--- config.mk ---
export PLATFORM = sky130hd
export DESIGN_NAME = jpeg_xmp_segment_locator_unit
export DESIGN_NICKNAME = d
export VERILOG_FILES = /design/src/rtl/xmploc_pkg.sv /design/src/rtl/xmploc_parse.sv /design/src/rtl/jpeg_xmp_segment_locator_unit.sv
export SDC_FILE = /design/constraint.sdc
export NUM_CORES = 1
export LEC_CHECK = 0
export BUFFER_PORTS_ARGS = -buffer_cell sky130_fd_sc_hd__buf_2
export CELL_PAD_IN_SITES_DETAIL_PLACEMENT = 1
export CELL_PAD_IN_SITES_GLOBAL_PLACEMENT = 1
export CORE_MARGIN = 2
export CORE_UTILIZATION = 35
export DETAILED_ROUTE_END_ITERATION = 7
export HOLD_SLACK_MARGIN = 0.05
export PLACE_DENSITY = 0.67
export SLEW_MARGIN = 20
export SYNTH_ARGS = -nofsm -noshare
export SYNTH_HDL_FRONTEND = slang
export SYNTH_HIERARCHICAL = 1
export SYNTH_SLANG_ARGS = --single-unit
export TNS_END_PERCENT = 100
--- constraint.sdc ---
create_clock -name clock -period 5.64 [get_ports clock]
set_input_delay 1.128 -clock clock [delete_from_list [all_inputs] [get_ports clock]]
set_output_delay 1.128 -clock clock [all_outputs]
set_load 0.05 [all_outputs]
--- src/rtl/xmploc_pkg.sv ---
// Shared types, codes and the namespace signature for the XMP segment locator.
package xmploc_pkg;

   localparam int OFFSET_BITS = 26;
   localparam int SIG_LEN     = 29;
   localparam int IDX_BITS    = 5;

   localparam logic [7:0] BYTE_FILL  = 8'hFF;
   localparam logic [7:0] CODE_SOI   = 8'hD8;
   localparam logic [7:0] CODE_RST0  = 8'hD0;
   localparam logic [7:0] CODE_RST7  = 8'hD7;
   localparam logic [7:0] CODE_TEM   = 8'h01;
   localparam logic [7:0] CODE_SOS   = 8'hDA;
   localparam logic [7:0] CODE_EOI   = 8'hD9;
   localparam logic [7:0] CODE_APP0  = 8'hE0;
   localparam logic [7:0] CODE_APP1  = 8'hE1;

   localparam logic [1:0] REASON_XMP_FOUND = 2'd0;
   localparam logic [1:0] REASON_SCAN_END  = 2'd1;
   localparam logic [1:0] REASON_RAN_OUT   = 2'd2;
   localparam logic [1:0] REASON_MALFORMED = 2'd3;

   typedef enum logic [2:0] {
      PH_SOI0,
      PH_SOI1,
      PH_MARK,
      PH_CODE,
      PH_LENH,
      PH_LENL,
      PH_BODY,
      PH_DONE
   } phase_type;

   typedef struct packed {
      logic [7:0] data_byte;
      logic       last_byte;
   } req_type;

   typedef struct packed {
      logic [1:0]             end_reason;
      logic [OFFSET_BITS-1:0] segment_offset;
      logic [16:0]            segment_length;
      logic [OFFSET_BITS-1:0] insert_offset;
   } rsp_type;

   // Namespace string bytes followed by its zero terminator.
   function automatic logic [7:0] sig_byte(input logic [IDX_BITS-1:0] idx);
      logic [7:0] val;
      case (idx)
         5'd0:    val = 8'h68;
         5'd1:    val = 8'h74;
         5'd2:    val = 8'h74;
         5'd3:    val = 8'h70;
         5'd4:    val = 8'h3A;
         5'd5:    val = 8'h2F;
         5'd6:    val = 8'h2F;
         5'd7:    val = 8'h6E;
         5'd8:    val = 8'h73;
         5'd9:    val = 8'h2E;
         5'd10:   val = 8'h61;
         5'd11:   val = 8'h64;
         5'd12:   val = 8'h6F;
         5'd13:   val = 8'h62;
         5'd14:   val = 8'h65;
         5'd15:   val = 8'h2E;
         5'd16:   val = 8'h63;
         5'd17:   val = 8'h6F;
         5'd18:   val = 8'h6D;
         5'd19:   val = 8'h2F;
         5'd20:   val = 8'h78;
         5'd21:   val = 8'h61;
         5'd22:   val = 8'h70;
         5'd23:   val = 8'h2F;
         5'd24:   val = 8'h31;
         5'd25:   val = 8'h2E;
         5'd26:   val = 8'h30;
         5'd27:   val = 8'h2F;
         default: val = 8'h00;
      endcase
      return val;
   endfunction

endpackage

--- src/rtl/xmploc_parse.sv ---
// Marker segment walker: parse state, next-state logic and result forming.
module xmploc_parse (
   input  logic              clock,
   input  logic              reset,
   input  logic              step,
   input  xmploc_pkg::req_type item,
   output logic              result_valid,
   output xmploc_pkg::rsp_type result
);

   localparam int OB = xmploc_pkg::OFFSET_BITS;
   localparam int IB = xmploc_pkg::IDX_BITS;

   xmploc_pkg::phase_type phase_ff, phase_in;
   logic [OB-1:0] byte_position_ff, byte_position_in;
   logic [OB-1:0] marker_start_ff, marker_start_in;
   logic [OB-1:0] insert_position_ff, insert_position_in;
   logic          is_app1_ff, is_app1_in;
   logic          is_app01_ff, is_app01_in;
   logic [7:0]    length_high_ff, length_high_in;
   logic [15:0]   length_word_ff, length_word_in;
   logic [15:0]   bytes_left_ff, bytes_left_in;
   logic [IB-1:0] header_index_ff, header_index_in;
   logic          header_matches_ff, header_matches_in;

   logic [7:0]    b;
   logic          last;
   logic [15:0]   len_full;
   logic [15:0]   bytes_dec;
   logic          body_end;
   logic          hdr_open;
   logic [IB-1:0] idx_next;
   logic          match_next;
   logic          xmp_hit;
   logic          standalone;
   logic          ins_update;
   logic [OB-1:0] pos_next;
   logic [OB-1:0] ins_next;

   assign b         = item.data_byte;
   assign last      = item.last_byte;
   assign len_full  = {length_high_ff, b};
   assign bytes_dec = bytes_left_ff - 16'd1;
   assign body_end  = (bytes_dec == 16'd0);
   assign hdr_open  = (header_index_ff < IB'(xmploc_pkg::SIG_LEN));
   assign idx_next  = hdr_open ? header_index_ff + IB'(1) : header_index_ff;
   assign match_next = header_matches_ff &&
                       !(hdr_open && (b != xmploc_pkg::sig_byte(header_index_ff)));
   assign xmp_hit   = match_next && (idx_next >= IB'(xmploc_pkg::SIG_LEN));
   assign pos_next  = byte_position_ff + OB'(1);

   always_comb begin
      standalone = 1'b0;
      case (b) inside
         xmploc_pkg::CODE_SOI, xmploc_pkg::CODE_TEM,
         [xmploc_pkg::CODE_RST0:xmploc_pkg::CODE_RST7]: standalone = 1'b1;
         default: standalone = 1'b0;
      endcase
   end

   // An APP0/APP1 segment that closes moves the insert point past it.
   assign ins_update = is_app01_ff &&
                       (((phase_ff == xmploc_pkg::PH_LENL) && (len_full == 16'd2)) ||
                        ((phase_ff == xmploc_pkg::PH_BODY) && body_end && !xmp_hit));
   assign ins_next = ins_update ? pos_next : insert_position_ff;

   // Result forming.
   always_comb begin
      result_valid          = 1'b0;
      result.end_reason     = xmploc_pkg::REASON_MALFORMED;
      result.segment_offset = '0;
      result.segment_length = '0;
      result.insert_offset  = insert_position_ff;
      unique case (phase_ff)
         xmploc_pkg::PH_SOI0: result_valid = (b != xmploc_pkg::BYTE_FILL);
         xmploc_pkg::PH_SOI1: result_valid = (b != xmploc_pkg::CODE_SOI);
         xmploc_pkg::PH_MARK: result_valid = (b != xmploc_pkg::BYTE_FILL);
         xmploc_pkg::PH_CODE: begin
            if ((b == xmploc_pkg::CODE_SOS) || (b == xmploc_pkg::CODE_EOI)) begin
               result_valid      = 1'b1;
               result.end_reason = xmploc_pkg::REASON_SCAN_END;
            end
         end
         xmploc_pkg::PH_LENH: result_valid = 1'b0;
         xmploc_pkg::PH_LENL: result_valid = (len_full < 16'd2);
         xmploc_pkg::PH_BODY: begin
            if (body_end && xmp_hit) begin
               result_valid          = 1'b1;
               result.end_reason     = xmploc_pkg::REASON_XMP_FOUND;
               result.segment_offset = marker_start_ff;
               result.segment_length = {1'b0, length_word_ff} + 17'd2;
               result.insert_offset  = marker_start_ff;
            end
         end
         xmploc_pkg::PH_DONE: result_valid = 1'b0;
         default: result_valid = 1'b0;
      endcase
      if (last && !result_valid && (phase_ff != xmploc_pkg::PH_DONE)) begin
         result_valid          = 1'b1;
         result.end_reason     = xmploc_pkg::REASON_RAN_OUT;
         result.segment_offset = '0;
         result.segment_length = '0;
         result.insert_offset  = ins_next;
      end
   end

   // Next state.
   always_comb begin
      phase_in           = phase_ff;
      byte_position_in   = pos_next;
      marker_start_in    = marker_start_ff;
      insert_position_in = ins_next;
      is_app1_in         = is_app1_ff;
      is_app01_in        = is_app01_ff;
      length_high_in     = length_high_ff;
      length_word_in     = length_word_ff;
      bytes_left_in      = bytes_left_ff;
      header_index_in    = header_index_ff;
      header_matches_in  = header_matches_ff;
      unique case (phase_ff)
         xmploc_pkg::PH_SOI0: phase_in = xmploc_pkg::PH_SOI1;
         xmploc_pkg::PH_SOI1: phase_in = xmploc_pkg::PH_MARK;
         xmploc_pkg::PH_MARK: begin
            marker_start_in = byte_position_ff;
            phase_in        = xmploc_pkg::PH_CODE;
         end
         xmploc_pkg::PH_CODE: begin
            if (b == xmploc_pkg::BYTE_FILL) begin
               marker_start_in = byte_position_ff;
            end else if (standalone) begin
               phase_in = xmploc_pkg::PH_MARK;
            end else begin
               is_app1_in  = (b == xmploc_pkg::CODE_APP1);
               is_app01_in = (b == xmploc_pkg::CODE_APP1) || (b == xmploc_pkg::CODE_APP0);
               phase_in    = xmploc_pkg::PH_LENH;
            end
         end
         xmploc_pkg::PH_LENH: begin
            length_high_in = b;
            phase_in       = xmploc_pkg::PH_LENL;
         end
         xmploc_pkg::PH_LENL: begin
            length_word_in = len_full;
            if (len_full == 16'd2) begin
               bytes_left_in = '0;
               phase_in      = xmploc_pkg::PH_MARK;
            end else begin
               bytes_left_in     = len_full - 16'd2;
               header_index_in   = '0;
               header_matches_in = is_app1_ff &&
                                   (len_full >= 16'(2 + xmploc_pkg::SIG_LEN));
               phase_in          = xmploc_pkg::PH_BODY;
            end
         end
         xmploc_pkg::PH_BODY: begin
            header_index_in   = idx_next;
            header_matches_in = match_next;
            bytes_left_in     = bytes_dec;
            if (body_end) phase_in = xmploc_pkg::PH_MARK;
         end
         xmploc_pkg::PH_DONE: phase_in = xmploc_pkg::PH_DONE;
         default: phase_in = xmploc_pkg::PH_DONE;
      endcase
      if (result_valid) phase_in = xmploc_pkg::PH_DONE;
      // Last byte closes the stream: start the next one fresh.
      if (last) begin
         phase_in           = xmploc_pkg::PH_SOI0;
         byte_position_in   = '0;
         marker_start_in    = '0;
         insert_position_in = OB'(2);
         is_app1_in         = 1'b0;
         is_app01_in        = 1'b0;
         length_high_in     = '0;
         length_word_in     = '0;
         bytes_left_in      = '0;
         header_index_in    = '0;
         header_matches_in  = 1'b1;
      end
   end

   always_ff @(posedge clock) begin
      if (reset) begin
         phase_ff           <= xmploc_pkg::PH_SOI0;
         byte_position_ff   <= '0;
         marker_start_ff    <= '0;
         insert_position_ff <= OB'(2);
         is_app1_ff         <= 1'b0;
         is_app01_ff        <= 1'b0;
         length_high_ff     <= '0;
         length_word_ff     <= '0;
         bytes_left_ff      <= '0;
         header_index_ff    <= '0;
         header_matches_ff  <= 1'b1;
      end else if (step) begin
         phase_ff           <= phase_in;
         byte_position_ff   <= byte_position_in;
         marker_start_ff    <= marker_start_in;
         insert_position_ff <= insert_position_in;
         is_app1_ff         <= is_app1_in;
         is_app01_ff        <= is_app01_in;
         length_high_ff     <= length_high_in;
         length_word_ff     <= length_word_in;
         bytes_left_ff      <= bytes_left_in;
         header_index_ff    <= header_index_in;
         header_matches_ff  <= header_matches_in;
      end
   end

endmodule

--- src/rtl/jpeg_xmp_segment_locator_unit.sv ---
// Top level of the JPEG XMP segment locator: input register, walker, result register.
//
// Streams JPEG bytes in one per req transaction and returns one rsp transaction per
// stream: why the marker walk ended (XMP found, SOS/EOI reached, data ran out, or
// malformed), the XMP segment offset and total length, and the insert offset. A new
// byte is taken every cycle as long as the result register is empty or being
// drained. A byte accepted into the input register is parsed out of it
// combinationally, and a result it causes is loaded into the result register when
// the walker steps on that byte; rsp shows the result register. The only
// back-pressure path is the result register: while it holds an untaken result the
// walker holds its byte, and once the input register is full as well req_ready
// follows rsp_ready. After a result, bytes are dropped up to and including the one
// marked last_byte; the byte after that opens a new stream. Byte offsets wrap modulo
// 2^OFFSET_BITS. No configuration and no clearing pass after reset.
module jpeg_xmp_segment_locator_unit (
   input  logic                clock,
   input  logic                reset,
   input  logic                req_valid,
   output logic                req_ready,
   input  xmploc_pkg::req_type req_data,
   output logic                rsp_valid,
   input  logic                rsp_ready,
   output xmploc_pkg::rsp_type rsp_data
);

   logic                in_valid_ff, in_valid_in;
   xmploc_pkg::req_type in_data_ff;
   logic                rsp_valid_ff, rsp_valid_in;
   xmploc_pkg::rsp_type rsp_data_ff;

   logic                advance;
   logic                step;
   logic                parse_valid;
   xmploc_pkg::rsp_type parse_result;

   // Advance the walker whenever the result register can take a new value.
   assign advance   = !rsp_valid_ff || rsp_ready;
   assign step      = in_valid_ff && advance;
   assign req_ready = !in_valid_ff || advance;

   xmploc_parse u_parse (
      .clock        (clock),
      .reset        (reset),
      .step         (step),
      .item         (in_data_ff),
      .result_valid (parse_valid),
      .result       (parse_result)
   );

   // Input register: load on each accepted transaction, drain when the walker steps.
   always_comb begin
      in_valid_in = in_valid_ff;
      if (req_valid && req_ready) begin
         in_valid_in = 1'b1;
      end else if (step) begin
         in_valid_in = 1'b0;
      end
   end

   // Result register: hold until taken, load when the walker emits.
   always_comb begin
      rsp_valid_in = rsp_valid_ff;
      if (step && parse_valid) begin
         rsp_valid_in = 1'b1;
      end else if (rsp_ready) begin
         rsp_valid_in = 1'b0;
      end
   end

   always_ff @(posedge clock) begin
      if (reset) begin
         in_valid_ff  <= 1'b0;
         rsp_valid_ff <= 1'b0;
      end else begin
         in_valid_ff  <= in_valid_in;
         rsp_valid_ff <= rsp_valid_in;
      end
   end

   always_ff @(posedge clock) begin
      if (req_valid && req_ready) begin
         in_data_ff <= req_data;
      end
      if (step && parse_valid) begin
         rsp_data_ff <= parse_result;
      end
   end

   assign rsp_valid = rsp_valid_ff;
   assign rsp_data  = rsp_data_ff;

endmodule

-- After elaboration in Yosys (flattened, before gate mapping)
Memory sizes are Yosys's and may differ from the RTL's. A register that Yosys moved wholly into a read port is not among the register bits.
Index checks and enable logic that the tools add are counted.
- bits in read-only memories: 224
- word-level logic and storage cells: 154
- output and inout port bits: 73
- memories kept: 1
- input bits: 13
- bits in registers: 211
- memories (name ; depth ; bits a word ; read ports ; clocked after Yosys merged registers in ; write ports ; RTL line ; text):
    (name not given) ; 32 ; 7 ; 1 ; 1 ; 0 ; xmploc_pkg.sv:49 ; case (idx)
- bitwise logic cells: 2
- multiplexer cells: 51
- reduce and logical (&&, ||, !) cells: 45
- equal/unequal tests: 25
- order comparisons: 6
- add/sub/neg operators: 5
- operators by type and width (cell ; count):
    $mux 26 ; 7
    $mux 71 ; 1
    $mux 16 ; 4
    $pmux 26 s2 ; 1
    $eq 8x8->1 const B ; 6
    $pmux 16 s2 ; 1
    $add 26x1->26 const B ; 1
    $mux 5 ; 5
    $pmux 3 s8 ; 1
    $mux 1 ; 18
    $mux 3 ; 6
    $add 16x2->17 const B ; 1
    $eq 16x2->1 const B ; 1
    $ge 16x5->1 const B ; 1
    $logic_not 16->1 ; 1
    $lt 16x2->1 const B ; 1
    $mux 8 ; 2
    $ne 8x8->1 const B ; 2
    $sub 16x1->16 const B ; 1
    $sub 16x2->16 const B ; 1
    $logic_and 1x1->1 ; 15
    $eq 3x3->1 const B ; 4
    $pmux 5 s2 ; 1
    $reduce_bool 2->1 ; 5
    other kinds (28) ; 47

-- Depth between registers and ports, before layout
Gate-level depths: netlist of run 1.
- depth after elaboration: 14
- mapped depth: 14
- depth with buffers taken out: 13

-- By module
The synthesis of run 1 kept the hierarchy.
- by module, submodules not included (module ; sequential area each (µm²) ; area an instance (µm²) ; cells each ; instances):
    xmploc_parse ; 2722.6 ; 8216.6 ; 1072 ; 1
    jpeg_xmp_segment_locator_unit ; 2442.3 ; 2504.9 ; 91 ; 1

-- Worst setup path before layout of run 1
No wires, ideal clock.
- path type: reg-to-reg
- start point: register u_parse.bytes_left_ff[2]
- end point: register rsp_data_ff, in the netlist rsp_data[0] (enable)
- data arrival time: 5.365 ns
- buffers on the path: 1
- cell stages (with the launch flop): 10
- setup slack: -0.234 ns
- required time: 5.131 ns
- library setup time: 0.509 ns
- period minus slack after synthesis: 5.874 ns
- cells stage by stage: dfxtp_1 buf_6 or4_4 o31a_1 a2111oi_2 nand4_1 o311a_1 nor2_1 nand2_1 nor2b_1
- cells in the longest elaborated chain, start to end: 10
- RTL lines (element ; RTL line ; text):
    start, declared ; xmploc_parse.sv:22 ; logic [15:0] bytes_left_ff, bytes_left_in;
    start signal, assigned ; xmploc_parse.sv:203 ; bytes_left_ff <= bytes_left_in;
    $sub 16x1->16 (*) ; xmploc_parse.sv:43 ; assign bytes_dec = bytes_left_ff - 16'd1;
    $logic_not 16->1 (*) ; xmploc_parse.sv:44 ; assign body_end = (bytes_dec == 16'd0);
    $logic_and 1x1->1 (*) ; xmploc_parse.sv:87 ; if (body_end && xmp_hit) begin
    $mux 1 (*) ; xmploc_parse.sv:87 ;
    $pmux 1 s6 (*) ; xmploc_parse.sv:74 ; unique case (phase_ff)
    $logic_not 1->1 ; xmploc_parse.sv:98 ; if (last && !result_valid && (phase_ff != xmploc_pkg::PH_DONE)) begin
    $logic_and 1x1->1 (2 in series) ; xmploc_parse.sv:98 ;
    $mux 1 (*) ; xmploc_parse.sv:98 ;
    named net parse_valid ; jpeg_xmp_segment_locator_unit.sv:33 ; logic parse_valid;
    $logic_and 1x1->1 (*) ; jpeg_xmp_segment_locator_unit.sv:84 ; if (step && parse_valid) begin
    end signal, assigned ; jpeg_xmp_segment_locator_unit.sv:85 ; rsp_data_ff <= parse_result;
    end, declared ; jpeg_xmp_segment_locator_unit.sv:29 ; xmploc_pkg::rsp_type rsp_data_ff;
Mark *: on every way through the listed nets, which the timed path passes. The rest lies on a longest branch.
A chain may end at the register's enable or synchronous reset.

==> results of run 1 <==
[registers in the layout, summed over array words and instances, names as in the netlist, 3 cells and up, named ones only]
name,flops
rsp_data,71
in_data_ff,9
u_parse/marker_start_ff,26
u_parse/bytes_left_ff,16
u_parse/phase_ff,3
u_parse/header_index_ff,5
u_parse/byte_position_ff,26
u_parse/length_high_ff,8
u_parse/length_word_ff,16
u_parse/insert_position_ff,26
[Yosys cell counts, types with 4 or more instances]
cell type	instances	area share [%]
ha_1	15	1.8
o2bb2ai_1	20	1.6
nor2_1	165	5.8
edfxtp_1	80	22
inv_1	52	1.8
nand2b_1	5	0.29
o211ai_1	55	3.9
nand3_1	38	1.8
xnor2_1	33	2.7
buf_1	4	0.14
o22ai_1	10	0.58
o21ai_0	40	1.9
dfxtp_1	138	26
and2_1	11	0.64
clkbuf_1	69	2.4
nand4_1	15	0.88
a211oi_1	4	0.28
a31oi_1	7	0.41
buf_6	4	0.42
a22o_1	4	0.33
o21ai_1	7	0.33
or3_1	15	0.88
a21o_1	9	0.63
nor4_1	6	0.35
a21oi_1	45	2.1
nor3_1	19	0.89
xor2_1	33	2.7
nor3b_1	4	0.28
a22oi_1	73	5.1
nand3b_1	9	0.63
nand2_1	83	2.9
and3_1	13	0.76
mux2i_1	6	0.56
buf_2	5	0.23
a2111oi_0	4	0.33
[cell type report]
cell class / instances / share of cell area, %
multi-input cells: 811 / 41.0
clock inverters: 11 / 0.794
well taps: 396 / 4.03
repair buffers: 104 / 4.64
flip-flops and latches: 218 / 42.0
inverters: 52 / 1.59
clock buffers: 35 / 5.95
[layer usage]
metal,up-vias,part of all wire [%],GRT usage [%]
li1,4331,-,-
met1,4402,46,25.4
met2,153,49,33.0
met3,45,3.6,2.61
met4,0,2.0,4.54
met5,-,0,0
[cells by family (layout without fill, tap and decap cells)]
| logic type | after synthesis | count (layout) | synth area share (%) |
|---|---|---|---|
| simple gates | 410 | 410 | 18.4 |
| compound gates | 312 | 312 | 20.4 |
| flops | 218 | 218 | 48.2 |
| buf+inv | 134 | 202 | 5.03 |
| xor+xnor | 66 | 66 | 5.39 |
| fa+ha+maj | 15 | 15 | 1.75 |
| mux | 8 | 8 | 0.770 |
[path summary, 6_finish.rpt]
path	slack (ps)	endpoint	from	cells past startpoint
worst max-delay path	1230	flop	in_data_ff[3]	12
worst min-delay path	460	u_parse/insert_position_ff[12]	u_parse/insert_position_ff[12]	1
worst max register to register	1230	flop	in_data_ff[3]	12
worst min register to register	460	u_parse/insert_position_ff[12]	u_parse/insert_position_ff[12]	1
[through the flow]
stage / setup slack [ps] / cell area, sq um
after floorplan: 1150 / 10700
after global placement: 1260 / 11500
after detailed placement: 1140 / 11500
after CTS: 1230 / 12300
after global routing: 823 / 12300
final: 1230 / 12300
[power breakdown]
group	switching (mW)	leakage [nW]	internal (mW)
clock	0.665	0.409	0.955
sequential	0.0310	1.81	1.67
combinational	0.233	2.24	0.0726
total	0.929	4.45	2.70
==> impl_results.html, run 1 <==
<table>
<tr><th>Metric</th><th>Value</th></tr>
<tr><th colspan="2">Timing</th></tr>
<tr><td>RSZ-0062 raised after global routing</td><td>no</td></tr>
<tr><td>Skew final</td><td>approximately 28 ps</td></tr>
<tr><td>Final cycle utilization of the critical path</td><td>about 80%</td></tr>
<tr><td>Max-slew violation total from the final report</td><td>0</td></tr>
<tr><td>F_max</td><td>~230 MHz</td></tr>
<tr><td>Setup tns final</td><td>0 ps</td></tr>
<tr><td>Worst slew margin relative to its limit</td><td>roughly a third</td></tr>
<tr><td>Total of endpoints with negative setup slack in the final report</td><td>0</td></tr>
<tr><td>Post-Route Hold Slack</td><td>462 ps</td></tr>
<tr><td>Transition at the pin with the smallest max-transition slack</td><td>985 ps</td></tr>
<tr><td>Final critical-path required period</td><td>about 4400 ps</td></tr>
<tr><td>Number of hold violations in the final report</td><td>0</td></tr>
<tr><th colspan="2">Floorplan</th></tr>
<tr><td>Initial core utilization</td><td>35.3%</td></tr>
<tr><td>Overall die height</td><td>between 150 and 200 microns</td></tr>
<tr><td>Site Rows</td><td>64</td></tr>
<tr><td>Number of top-level pins</td><td>86</td></tr>
<tr><td>Floorplan core area</td><td>0.0303 sq mm</td></tr>
<tr><td>Die outline width</td><td>between 150 and 200 microns</td></tr>
<tr><td>Die ar.</td><td>0.0320 sq mm</td></tr>
<tr><th colspan="2">Clock network</th></tr>
<tr><td>Clk pin slew, worst setup/hold paths</td><td>about 60 ps</td></tr>
<tr><td>Clk_lat worst skew</td><td>around 550 ps</td></tr>
<tr><td>Hold-fix buffer count after cts</td><td>0</td></tr>
<tr><td>Num CTS Buffers</td><td>25</td></tr>
<tr><td>H-tree depth</td><td>1</td></tr>
<tr><td>Clock Tree Buf Depth</td><td>3</td></tr>
<tr><td>Buffer cell driving the clock tree root</td><td>clkbuf_16</td></tr>
<tr><td>Num Clock Sinks</td><td>between 200 and 250</td></tr>
<tr><td>Number of setup buffers added after CTS</td><td>0</td></tr>
<tr><td>CTS tree</td><td>done</td></tr>
<tr><td>Post-cts resize count</td><td>0</td></tr>
<tr><th colspan="2">Logic synthesis</th></tr>
<tr><td>Syn avg cell area</td><td>9.22 sq um</td></tr>
<tr><td>Syn nets</td><td>roughly 1.2k</td></tr>
<tr><td>Yosys reg bits</td><td>218</td></tr>
<tr><td>Ys flop type</td><td>dfxtp_1</td></tr>
<tr><td>Number of standard cells after synthesis</td><td>roughly 1.2k</td></tr>
<tr><td>Total standard cell area after synthesis</td><td>around 0.011 sq mm</td></tr>
<tr><td>Fraction of the yosys area taken by sequential cells</td><td>between 40% and 50%</td></tr>
<tr><td>Post-synth cell types</td><td>74</td></tr>
<tr><td>Yosys warns</td><td>6</td></tr>
<tr><td>EDFF count, synth</td><td>80</td></tr>
<tr><td>Share of synthesized flip-flops with an asynchronous set or reset</td><td>0%</td></tr>
<tr><th colspan="2">Global routing</th></tr>
<tr><td>Number of global-route vias before repair</td><td>9209</td></tr>
<tr><td>Final global-route overflow total</td><td>0</td></tr>
<tr><td>Largest net degree at the start of global routing</td><td>55</td></tr>
<tr><td>GRT Resource Usage Total</td><td>19.2%</td></tr>
<tr><td>Wire length of the first global-routing pass</td><td>roughly 50 mm</td></tr>
<tr><td>Initial antenna violation count</td><td>0</td></tr>
<tr><th colspan="2">Finish</th></tr>
<tr><td>Register area</td><td>between 0.005 and 0.006 sq mm</td></tr>
<tr><td>Fill count</td><td>3476</td></tr>
<tr><td>Final core utilization</td><td>40.5%</td></tr>
<tr><td>Number of diodes added for antenna fixing</td><td>0</td></tr>
<tr><td>Final non-filler cell total</td><td>approximately 1.6k</td></tr>
<tr><td>Synthesis-to-layout area growth</td><td>14.7%</td></tr>
<tr><td>Share of final-layout standard cells stronger than drive strength 1</td><td>between 10% and 20%</td></tr>
<tr><td>Area of the multi-input gates</td><td>0.00504 sq mm</td></tr>
<tr><td>Leading cell type in the layout, fill and taps excluded</td><td>nor2_1</td></tr>
<tr><td>Most used cells in the layout excluding fill and tap cells</td><td>nor2_1 (165), dfxtp_1 (138), buf_2 (84)</td></tr>
<tr><td>Final-stage net count</td><td>roughly 1.2k</td></tr>
<tr><th colspan="2">Route</th></tr>
<tr><td>Number of iterations in the first detailed-routing pass</td><td>5</td></tr>
<tr><td>Total wire length</td><td>about 30 mm</td></tr>
<tr><td>Residual antenna-violating net count after detailed routing</td><td>0</td></tr>
<tr><td>Iteration-0 DRC Markers</td><td>around 530</td></tr>
<tr><td>Final routed DRC violation total</td><td>0</td></tr>
<tr><td>Routed length per placed instance</td><td>approximately 19 microns</td></tr>
<tr><td>Number of vias per cell after detailed routing</td><td>approximately 5.5</td></tr>
<tr><td>Total number of vias</td><td>between 8k and 9k</td></tr>
<tr><th colspan="2">Setup path</th></tr>
<tr><td>Cell chain of the critical path</td><td>inv_1 -&gt; ha_1 -&gt; or4b_2 -&gt; nor3_1 -&gt; a211oi_1 -&gt; o211ai_1 -&gt; inv_1 -&gt; ha_1 -&gt; or2_2 -&gt; mux2_2 -&gt; a221oi_1 -&gt; a211oi_1</td></tr>
<tr><td>Startpoint-to-endpoint class of the critical path</td><td>reg2reg</td></tr>
<tr><td>Cell type of the slowest stage on the worst timing path</td><td>o211ai_1</td></tr>
<tr><td>Biggest cell delay along the critical path</td><td>about 650 ps</td></tr>
<tr><td>Crit-path leading delay family</td><td>simple AND/OR/NAND/NOR gates</td></tr>
<tr><td>Crit path capture type</td><td>flop</td></tr>
<tr><td>Required time at the worst-slack endpoint</td><td>just over 6000 ps</td></tr>
<tr><td>Worst Path Arrival</td><td>between 4000 and 5000 ps</td></tr>
<tr><td>Critical Path Source Type</td><td>flop</td></tr>
<tr><td>Largest fanout on the critical path</td><td>11</td></tr>
<tr><td>Worst path buffer plus inverter count</td><td>2</td></tr>
<tr><th colspan="2">Min path</th></tr>
<tr><td>Tightest Hold Check Type</td><td>reg2reg</td></tr>
<tr><th colspan="2">Run</th></tr>
<tr><td>Max-capacitance violation count</td><td>0</td></tr>
<tr><th colspan="2">Pwr</th></tr>
<tr><td>Static leakage power</td><td>around 4.5 nW</td></tr>
<tr><td>Power Total</td><td>3.62 mW</td></tr>
<tr><td>Power density relative to cell area</td><td>just under 300 mW/mm^2</td></tr>
<tr><td>Worst voltage drop across the vdd grid</td><td>between 0.00015 and 0.0002 V</td></tr>
<tr><th colspan="2">Place</th></tr>
<tr><td>Number of port buffers</td><td>between 80 and 90</td></tr>
<tr><td>Weighted congestion at the end of routability-driven global placement</td><td>slightly above 0.8</td></tr>
<tr><td>Placed cells</td><td>1581</td></tr>
<tr><td>Placed wire-length estimate after detailed placement</td><td>21.2 mm</td></tr>
<tr><th colspan="2">Status</th></tr>
<tr><td>Result of the run</td><td>completed</td></tr>
</table>
Note: power is estimated with default switching activity, not from simulation.
==> run 2: changes to the inputs <==
==> constraint.sdc (replaced) <==
create_clock -name clock -period 3.74 [get_ports clock]
set_input_delay 0.748 -clock clock [delete_from_list [all_inputs] [get_ports clock]]
set_output_delay 0.748 -clock clock [all_outputs]
set_load 0.05 [all_outputs]
==> run 2 against run 1 <==
Effect of this change: sequential cell count did not move; clock skew fell by 12 ps; clock-buffer cell count fell by 2; die area did not move; cell count rose by 1.5%; maximum frequency rose by 29%; utilization rose by 0.95 points; design area rose by 2.3%; non-clock buffer count rose by 23; largest power group is now clock.
==> impl_results.html, run 2 (synthesis results as in run 1) <==
<table>
<tr><th>Metric</th><th>Value</th></tr>
<tr><th colspan="2">Clock network</th></tr>
<tr><td>H-tree depth</td><td>1</td></tr>
<tr><td>Num CTS Buffers</td><td>26</td></tr>
<tr><td>Clock Tree Buf Depth</td><td>3</td></tr>
<tr><td>Clk_lat worst skew</td><td>about 530 ps</td></tr>
<tr><td>Post-cts resize count</td><td>0</td></tr>
<tr><td>Number of setup buffers added after CTS</td><td>0</td></tr>
<tr><td>Clk pin slew, worst setup/hold paths</td><td>roughly 60 ps</td></tr>
<tr><td>Hold-fix buffer count after cts</td><td>0</td></tr>
<tr><td>CTS tree</td><td>done</td></tr>
<tr><td>Buffer cell driving the clock tree root</td><td>clkbuf_16</td></tr>
<tr><td>Num Clock Sinks</td><td>around 220</td></tr>
<tr><th colspan="2">Timing</th></tr>
<tr><td>Worst slew margin relative to its limit</td><td>between 30% and 40%</td></tr>
<tr><td>Number of hold violations in the final report</td><td>0</td></tr>
<tr><td>F_max</td><td>approximately 290 MHz</td></tr>
<tr><td>Skew final</td><td>~15 ps</td></tr>
<tr><td>Final WS setup</td><td>approximately 320 ps</td></tr>
<tr><td>Total of endpoints with negative setup slack in the final report</td><td>0</td></tr>
<tr><td>Max-slew violation total from the final report</td><td>0</td></tr>
<tr><td>Final critical-path required period</td><td>3420 ps</td></tr>
<tr><td>Transition at the pin with the smallest max-transition slack</td><td>1030 ps</td></tr>
<tr><td>Final cycle utilization of the critical path</td><td>91.3%</td></tr>
<tr><td>Setup tns final</td><td>0 ps</td></tr>
<tr><td>RSZ-0062 raised after global routing</td><td>no</td></tr>
<tr><th colspan="2">Finish</th></tr>
<tr><td>Number of diodes added for antenna fixing</td><td>0</td></tr>
<tr><td>Max reg flops</td><td>71</td></tr>
<tr><td>Fill count</td><td>3490</td></tr>
<tr><td>Final-stage net count</td><td>1264</td></tr>
<tr><td>Synthesis-to-layout area growth</td><td>17.4%</td></tr>
<tr><td>Most used cells in the layout excluding fill and tap cells</td><td>nor2_1 (164), dfxtp_1 (138), buf_2 (84)</td></tr>
<tr><td>Share of final-layout standard cells stronger than drive strength 1</td><td>between 10% and 20%</td></tr>
<tr><td>Leading cell type in the layout, fill and taps excluded</td><td>nor2_1</td></tr>
<tr><th colspan="2">Route</th></tr>
<tr><td>Iteration-0 DRC Markers</td><td>a little over 500</td></tr>
<tr><td>Total number of vias</td><td>9036</td></tr>
<tr><td>Residual antenna-violating net count after detailed routing</td><td>0</td></tr>
<tr><td>Number of vias per cell after detailed routing</td><td>5.47</td></tr>
<tr><td>Final routed DRC violation total</td><td>0</td></tr>
<tr><td>Routed length per placed instance</td><td>~19 microns</td></tr>
<tr><td>Number of iterations in the first detailed-routing pass</td><td>5</td></tr>
<tr><td>Total wire length</td><td>between 30 and 40 mm</td></tr>
<tr><th colspan="2">Min path</th></tr>
<tr><td>Tightest Hold Check Type</td><td>in2reg</td></tr>
<tr><td>Worst hold path stage count</td><td>1</td></tr>
<tr><th colspan="2">Setup path</th></tr>
<tr><td>Crit path capture type</td><td>flop</td></tr>
<tr><td>Critical Path Source Type</td><td>flop</td></tr>
<tr><td>Reg2Reg Launch Point</td><td>in_data_ff[3]</td></tr>
<tr><td>Largest fanout on the critical path</td><td>5</td></tr>
<tr><td>Required time at the worst-slack endpoint</td><td>roughly 4100 ps</td></tr>
<tr><td>Startpoint-to-endpoint class of the critical path</td><td>reg2reg</td></tr>
<tr><td>Beginning of the critical path</td><td>in_data_ff[3]</td></tr>
<tr><td>Number of cells traversed by the worst register-to-register path</td><td>13</td></tr>
<tr><td>Reg-to-reg setup timing slack</td><td>between 300 and 400 ps</td></tr>
<tr><td>Worst Path Arrival</td><td>approximately 3800 ps</td></tr>
<tr><th colspan="2">Floorplan</th></tr>
<tr><td>Overall die height</td><td>between 150 and 200 microns</td></tr>
<tr><td>Initial core utilization</td><td>between 30% and 40%</td></tr>
<tr><td>Site Rows</td><td>64</td></tr>
<tr><td>Number of top-level pins</td><td>between 80 and 90</td></tr>
<tr><td>Die ar.</td><td>~0.032 sq mm</td></tr>
<tr><td>Floorplan core area</td><td>0.0303 sq mm</td></tr>
<tr><td>Die outline width</td><td>~180 microns</td></tr>
<tr><th colspan="2">Place</th></tr>
<tr><td>Placed wire-length estimate after detailed placement</td><td>approximately 22 mm</td></tr>
<tr><td>Number of port buffers</td><td>85</td></tr>
<tr><td>Weighted congestion at the end of routability-driven global placement</td><td>around 0.86</td></tr>
<tr><td>Setup slack after placement</td><td>around 330 ps</td></tr>
<tr><th colspan="2">Global routing</th></tr>
<tr><td>GRT Resource Usage Total</td><td>19.6%</td></tr>
<tr><td>Number of global-route vias before repair</td><td>between 9k and 10k</td></tr>
<tr><td>Final global-route overflow total</td><td>0</td></tr>
<tr><td>Wire length of the first global-routing pass</td><td>roughly 50 mm</td></tr>
<tr><td>Largest net degree at the start of global routing</td><td>70</td></tr>
<tr><td>Initial antenna violation count</td><td>0</td></tr>
<tr><th colspan="2">Status</th></tr>
<tr><td>Result of the run</td><td>completed</td></tr>
<tr><th colspan="2">Pwr</th></tr>
<tr><td>Power density relative to cell area</td><td>between 400 and 500 mW/mm^2</td></tr>
<tr><td>Static leakage power</td><td>4.60 nW</td></tr>
<tr><td>Worst voltage drop across the vdd grid</td><td>between 0.0003 and 0.0004 V</td></tr>
<tr><th colspan="2">Run</th></tr>
<tr><td>Max-capacitance violation count</td><td>0</td></tr>
</table>
## run 2: critical path, stage by stage, from the launching register on
cell and delay (ps):
edfxtp_1 380, inv_1 90, ha_1 130, or4b_2 650, nor3_2 270, a211o_1 200, o22ai_1 130, nor2_1 170
inv_1 120, ha_1 230, or2_2 310, mux2_2 270, a221oi_1 240, a211oi_1 80
## run 2: worst min path at each step
stage / startpoint / endpoint
floorplan: u_parse/insert_position_ff[0] / u_parse/insert_position_ff[0]
CTS: req_data[1] / in_data_ff[1]
finish: req_data[1] / in_data_ff[1]
detailed placement: u_parse/insert_position_ff[0] / u_parse/insert_position_ff[0]
global placement: u_parse/insert_position_ff[12] / u_parse/insert_position_ff[12]
global route: req_data[3] / in_data_ff[3]
## run 2: layout make-up
cell class                      count  area, sq um  area share [%]
Clock buffer                       33          698            5.55
Clock inverter                     15          203            1.61
Inverter                           52          195            1.55
Multi-Input combinational cell    811         5040            40.1
Sequential cell                   218         5160            41.0
Tap cell                          396          495            3.94
Timing Repair Buffer              127          781            6.21
## run 2: per-layer routing
metal / track usage, % / vias up / routed length, microns
li1: - / 4383 / -
met1: 25.6 / 4436 / 13900
met2: 33.8 / 174 / 15300
met3: 2.46 / 43 / 1220
met4: 5.45 / 0 / 681
met5: 0 / - / 0
## run 2: metrics by stage
stage / instances / util [%] / instance area [sq um] / hold slack (ps) / power [mW]
after global placement: 1604 / 38.5 / 11700 / 444 / 3.10
after floorplan: 1163 / - / 10700 / 433 / 2.95
after CTS: 1652 / 41.4 / 12600 / 382 / 5.78
after global routing: 1652 / 41.5 / 12600 / 386 / 5.91
after detailed placement: 1604 / 38.5 / 11700 / 447 / 3.10
final: 1652 / 41.5 / 12600 / 409 / 5.70
## run 2: power breakdown
group	switching (mW)	leakage [nW]	internal, mW
Combinational	0.375	2.36	0.128
Sequential	0.0290	1.81	2.51
Clock	0.992	0.431	1.66
==> run 3: changes to the inputs <==
--- a/config.mk
+++ b/config.mk
@@ -6,13 +6,11 @@
 export NUM_CORES = 1
 export LEC_CHECK = 0
 export BUFFER_PORTS_ARGS = -buffer_cell sky130_fd_sc_hd__buf_2
-export CELL_PAD_IN_SITES_DETAIL_PLACEMENT = 1
-export CELL_PAD_IN_SITES_GLOBAL_PLACEMENT = 1
 export CORE_MARGIN = 2
 export CORE_UTILIZATION = 35
 export DETAILED_ROUTE_END_ITERATION = 7
 export HOLD_SLACK_MARGIN = 0.05
-export PLACE_DENSITY = 0.67
+export PLACE_DENSITY = 0.55
 export SLEW_MARGIN = 20
 export SYNTH_ARGS = -nofsm -noshare
 export SYNTH_HDL_FRONTEND = slang
==> run 3 against run 2 <==
Effect of this change: routed wire length fell by 7.2%; sequential power barely moved; first-iteration DRC count up 33%; register-to-register slack is essentially flat; design area is 0.34% lower; worst hold slack about the same.
==> impl_results.html, run 3 (synthesis results as in run 1) <==
<table>
<tr><th>Metric</th><th>Value</th></tr>
<tr><th colspan="2">Global routing</th></tr>
<tr><td>Met1 track demand over resource in global routing</td><td>between 20% and 30%</td></tr>
<tr><td>Met2 track utilization from global routing</td><td>about 30%</td></tr>
<tr><td>Final global-route overflow total</td><td>0</td></tr>
<tr><td>GR Util met3</td><td>2.63%</td></tr>
<tr><td>GRT Resource Usage Total</td><td>between 10% and 20%</td></tr>
<tr><td>Most congested layer reported by global routing</td><td>met2</td></tr>
<tr><td>Largest net degree at the start of global routing</td><td>66</td></tr>
<tr><td>Initial antenna violation count</td><td>0</td></tr>
<tr><td>Number of global-route vias before repair</td><td>roughly 8.5k</td></tr>
<tr><td>Wire length of the first global-routing pass</td><td>45.5 mm</td></tr>
<tr><th colspan="2">Clock network</th></tr>
<tr><td>Num Clock Sinks</td><td>about 220</td></tr>
<tr><td>Clk pin slew, worst setup/hold paths</td><td>60 ps</td></tr>
<tr><td>Hold-fix buffer count after cts</td><td>0</td></tr>
<tr><td>Buffer cell driving the clock tree root</td><td>clkbuf_16</td></tr>
<tr><td>CTS tree</td><td>done</td></tr>
<tr><td>Clock Tree Buf Depth</td><td>3</td></tr>
<tr><td>Post-cts resize count</td><td>0</td></tr>
<tr><td>Clk_lat worst skew</td><td>520 ps</td></tr>
<tr><td>Num CTS Buffers</td><td>24</td></tr>
<tr><td>Number of setup buffers added after CTS</td><td>0</td></tr>
<tr><td>H-tree depth</td><td>1</td></tr>
<tr><th colspan="2">Floorplan</th></tr>
<tr><td>Initial core utilization</td><td>35.3%</td></tr>
<tr><td>Floorplan core area</td><td>0.0303 sq mm</td></tr>
<tr><td>Number of top-level pins</td><td>86</td></tr>
<tr><td>Site Rows</td><td>64</td></tr>
<tr><td>Die ar.</td><td>0.0320 sq mm</td></tr>
<tr><td>Die outline width</td><td>approximately 180 microns</td></tr>
<tr><td>Overall die height</td><td>between 150 and 200 microns</td></tr>
<tr><th colspan="2">Timing</th></tr>
<tr><td>Worst slew margin relative to its limit</td><td>a little under a quarter</td></tr>
<tr><td>Number of hold violations in the final report</td><td>0</td></tr>
<tr><td>Transition at the pin with the smallest max-transition slack</td><td>between 1000 and 1500 ps</td></tr>
<tr><td>F_max</td><td>292 MHz</td></tr>
<tr><td>Total of endpoints with negative setup slack in the final report</td><td>0</td></tr>
<tr><td>Max-slew violation total from the final report</td><td>0</td></tr>
<tr><td>Setup tns final</td><td>0 ps</td></tr>
<tr><td>Skew final</td><td>about 19 ps</td></tr>
<tr><td>Final cycle utilization of the critical path</td><td>between 90% and 100%</td></tr>
<tr><td>RSZ-0062 raised after global routing</td><td>no</td></tr>
<tr><td>Final critical-path required period</td><td>about 3400 ps</td></tr>
<tr><th colspan="2">Place</th></tr>
<tr><td>Placed wire-length estimate after detailed placement</td><td>between 15 and 20 mm</td></tr>
<tr><td>Number of port buffers</td><td>85</td></tr>
<tr><td>Weighted congestion at the end of routability-driven global placement</td><td>slightly below 0.9</td></tr>
<tr><td>Post-place instance area</td><td>between 0.01 and 0.015 sq mm</td></tr>
<tr><th colspan="2">Setup path</th></tr>
<tr><td>Critical Path Source Type</td><td>flop</td></tr>
<tr><td>Startpoint-to-endpoint class of the critical path</td><td>reg2reg</td></tr>
<tr><td>Worst path buffer plus inverter count</td><td>2</td></tr>
<tr><td>Crit path capture type</td><td>flop</td></tr>
<tr><td>Crit-path leading delay family</td><td>simple AND/OR/NAND/NOR gates</td></tr>
<tr><td>Cell chain of the critical path</td><td>inv_1 -&gt; ha_1 -&gt; or4b_2 -&gt; nor3_2 -&gt; a211o_1 -&gt; o22ai_1 -&gt; nor2_1 -&gt; inv_1 -&gt; ha_1 -&gt; or2_2 -&gt; mux2_2 -&gt; a221oi_1 -&gt; a211oi_1</td></tr>
<tr><td>Required time at the worst-slack endpoint</td><td>just over 4000 ps</td></tr>
<tr><td>Cell type of the slowest stage on the worst timing path</td><td>or4b_2</td></tr>
<tr><td>Worst Path Arrival</td><td>roughly 3800 ps</td></tr>
<tr><td>Biggest cell delay along the critical path</td><td>roughly 660 ps</td></tr>
<tr><td>Largest fanout on the critical path</td><td>5</td></tr>
<tr><th colspan="2">Finish</th></tr>
<tr><td>Most used cells in the layout excluding fill and tap cells</td><td>nor2_1 (165), dfxtp_1 (138), buf_2 (84)</td></tr>
<tr><td>Leading cell type in the layout, fill and taps excluded</td><td>nor2_1</td></tr>
<tr><td>Fill count</td><td>roughly 3k</td></tr>
<tr><td>Share of final-layout standard cells stronger than drive strength 1</td><td>between 10 and 15%</td></tr>
<tr><td>Final-stage net count</td><td>~1.3k</td></tr>
<tr><td>Register area</td><td>approximately 0.0052 sq mm</td></tr>
<tr><td>Max reg flops</td><td>roughly 70</td></tr>
<tr><td>Number of diodes added for antenna fixing</td><td>0</td></tr>
<tr><td>Synthesis-to-layout area growth</td><td>17.0%</td></tr>
<tr><td>Area of the multi-input gates</td><td>a little over 0.005 sq mm</td></tr>
<tr><td>Area of all placed cells without fillers</td><td>~0.013 sq mm</td></tr>
<tr><th colspan="2">Route</th></tr>
<tr><td>Number of vias per cell after detailed routing</td><td>5.42</td></tr>
<tr><td>Iteration-0 DRC Markers</td><td>approximately 680</td></tr>
<tr><td>Total number of vias</td><td>8948</td></tr>
<tr><td>Number of iterations in the first detailed-routing pass</td><td>6</td></tr>
<tr><td>Residual antenna-violating net count after detailed routing</td><td>0</td></tr>
<tr><td>Total wire length</td><td>around 29 mm</td></tr>
<tr><td>Final routed DRC violation total</td><td>0</td></tr>
<tr><td>Routed length per placed instance</td><td>between 15 and 20 microns</td></tr>
<tr><th colspan="2">Run</th></tr>
<tr><td>Max-capacitance violation count</td><td>0</td></tr>
<tr><th colspan="2">Min path</th></tr>
<tr><td>Tightest Hold Check Type</td><td>in2reg</td></tr>
<tr><th colspan="2">Pwr</th></tr>
<tr><td>Power density relative to cell area</td><td>approximately 440 mW/mm^2</td></tr>
<tr><td>Static leakage power</td><td>roughly 4.6 nW</td></tr>
<tr><td>Worst voltage drop across the vdd grid</td><td>about 0.00029 V</td></tr>
<tr><th colspan="2">Status</th></tr>
<tr><td>Result of the run</td><td>completed</td></tr>
</table>
[run 3: changes by cell type in the layout (fill, tap and decap cells not counted), moves of 2 or more]
cell and change:
clkbuf_16 -2, clkbuf_8 +3, buf_4 +5, clkinv_1 -3, clkinv_2 -2
[run 3: stage by stage]
step           setup slack [ps]  power (mW)  cells  hold WS [ps]  util, %
2_1_floorplan              24.2        2.95   1163           433        -
3_3_place_gp                435        3.09   1608           444     38.5
3_5_place_dp                337        3.09   1608           447     38.5
4_1_cts                     318        5.62   1651           386     41.3
5_1_grt                    52.7        5.76   1651           393     41.3
6_report                    314        5.56   1651           409     41.3
[run 3: worst paths after layout]
| check | slack (ps) | cells past startpoint | start | endpoint |
|---|---|---|---|---|
| hold / removal | 410 | 1 | req_data[0] | in_data_ff[0] |
| hold reg to reg | 460 | 1 | u_parse/insert_position_ff[23] | u_parse/insert_position_ff[23] |
| setup reg to reg | 310 | 13 | in_data_ff[3] | flop |
| setup / recovery | 310 | 13 | in_data_ff[3] | flop |
[run 3: where the power goes]
group          switching (mW)  internal, mW
clock                   0.956          1.56
combinational           0.371         0.127
sequential             0.0281          2.51
total                    1.36          4.20
[run 3: cell type report]
type	count	area share, %
Sequential cell	218	41.2
Multi-Input combinational cell	811	40.2
Clock inverter	10	1.29
Timing Repair Buffer	131	6.37
Inverter	52	1.56
Clock buffer	33	5.47
Tap cell	396	3.95
[run 3: layer usage]
metal | wire, microns | part of all wire (%)
met1 | 12800 | 45
met2 | 13600 | 47
met3 | 1610 | 5.6
met4 | 759 | 2.6
met5 | 0 | 0
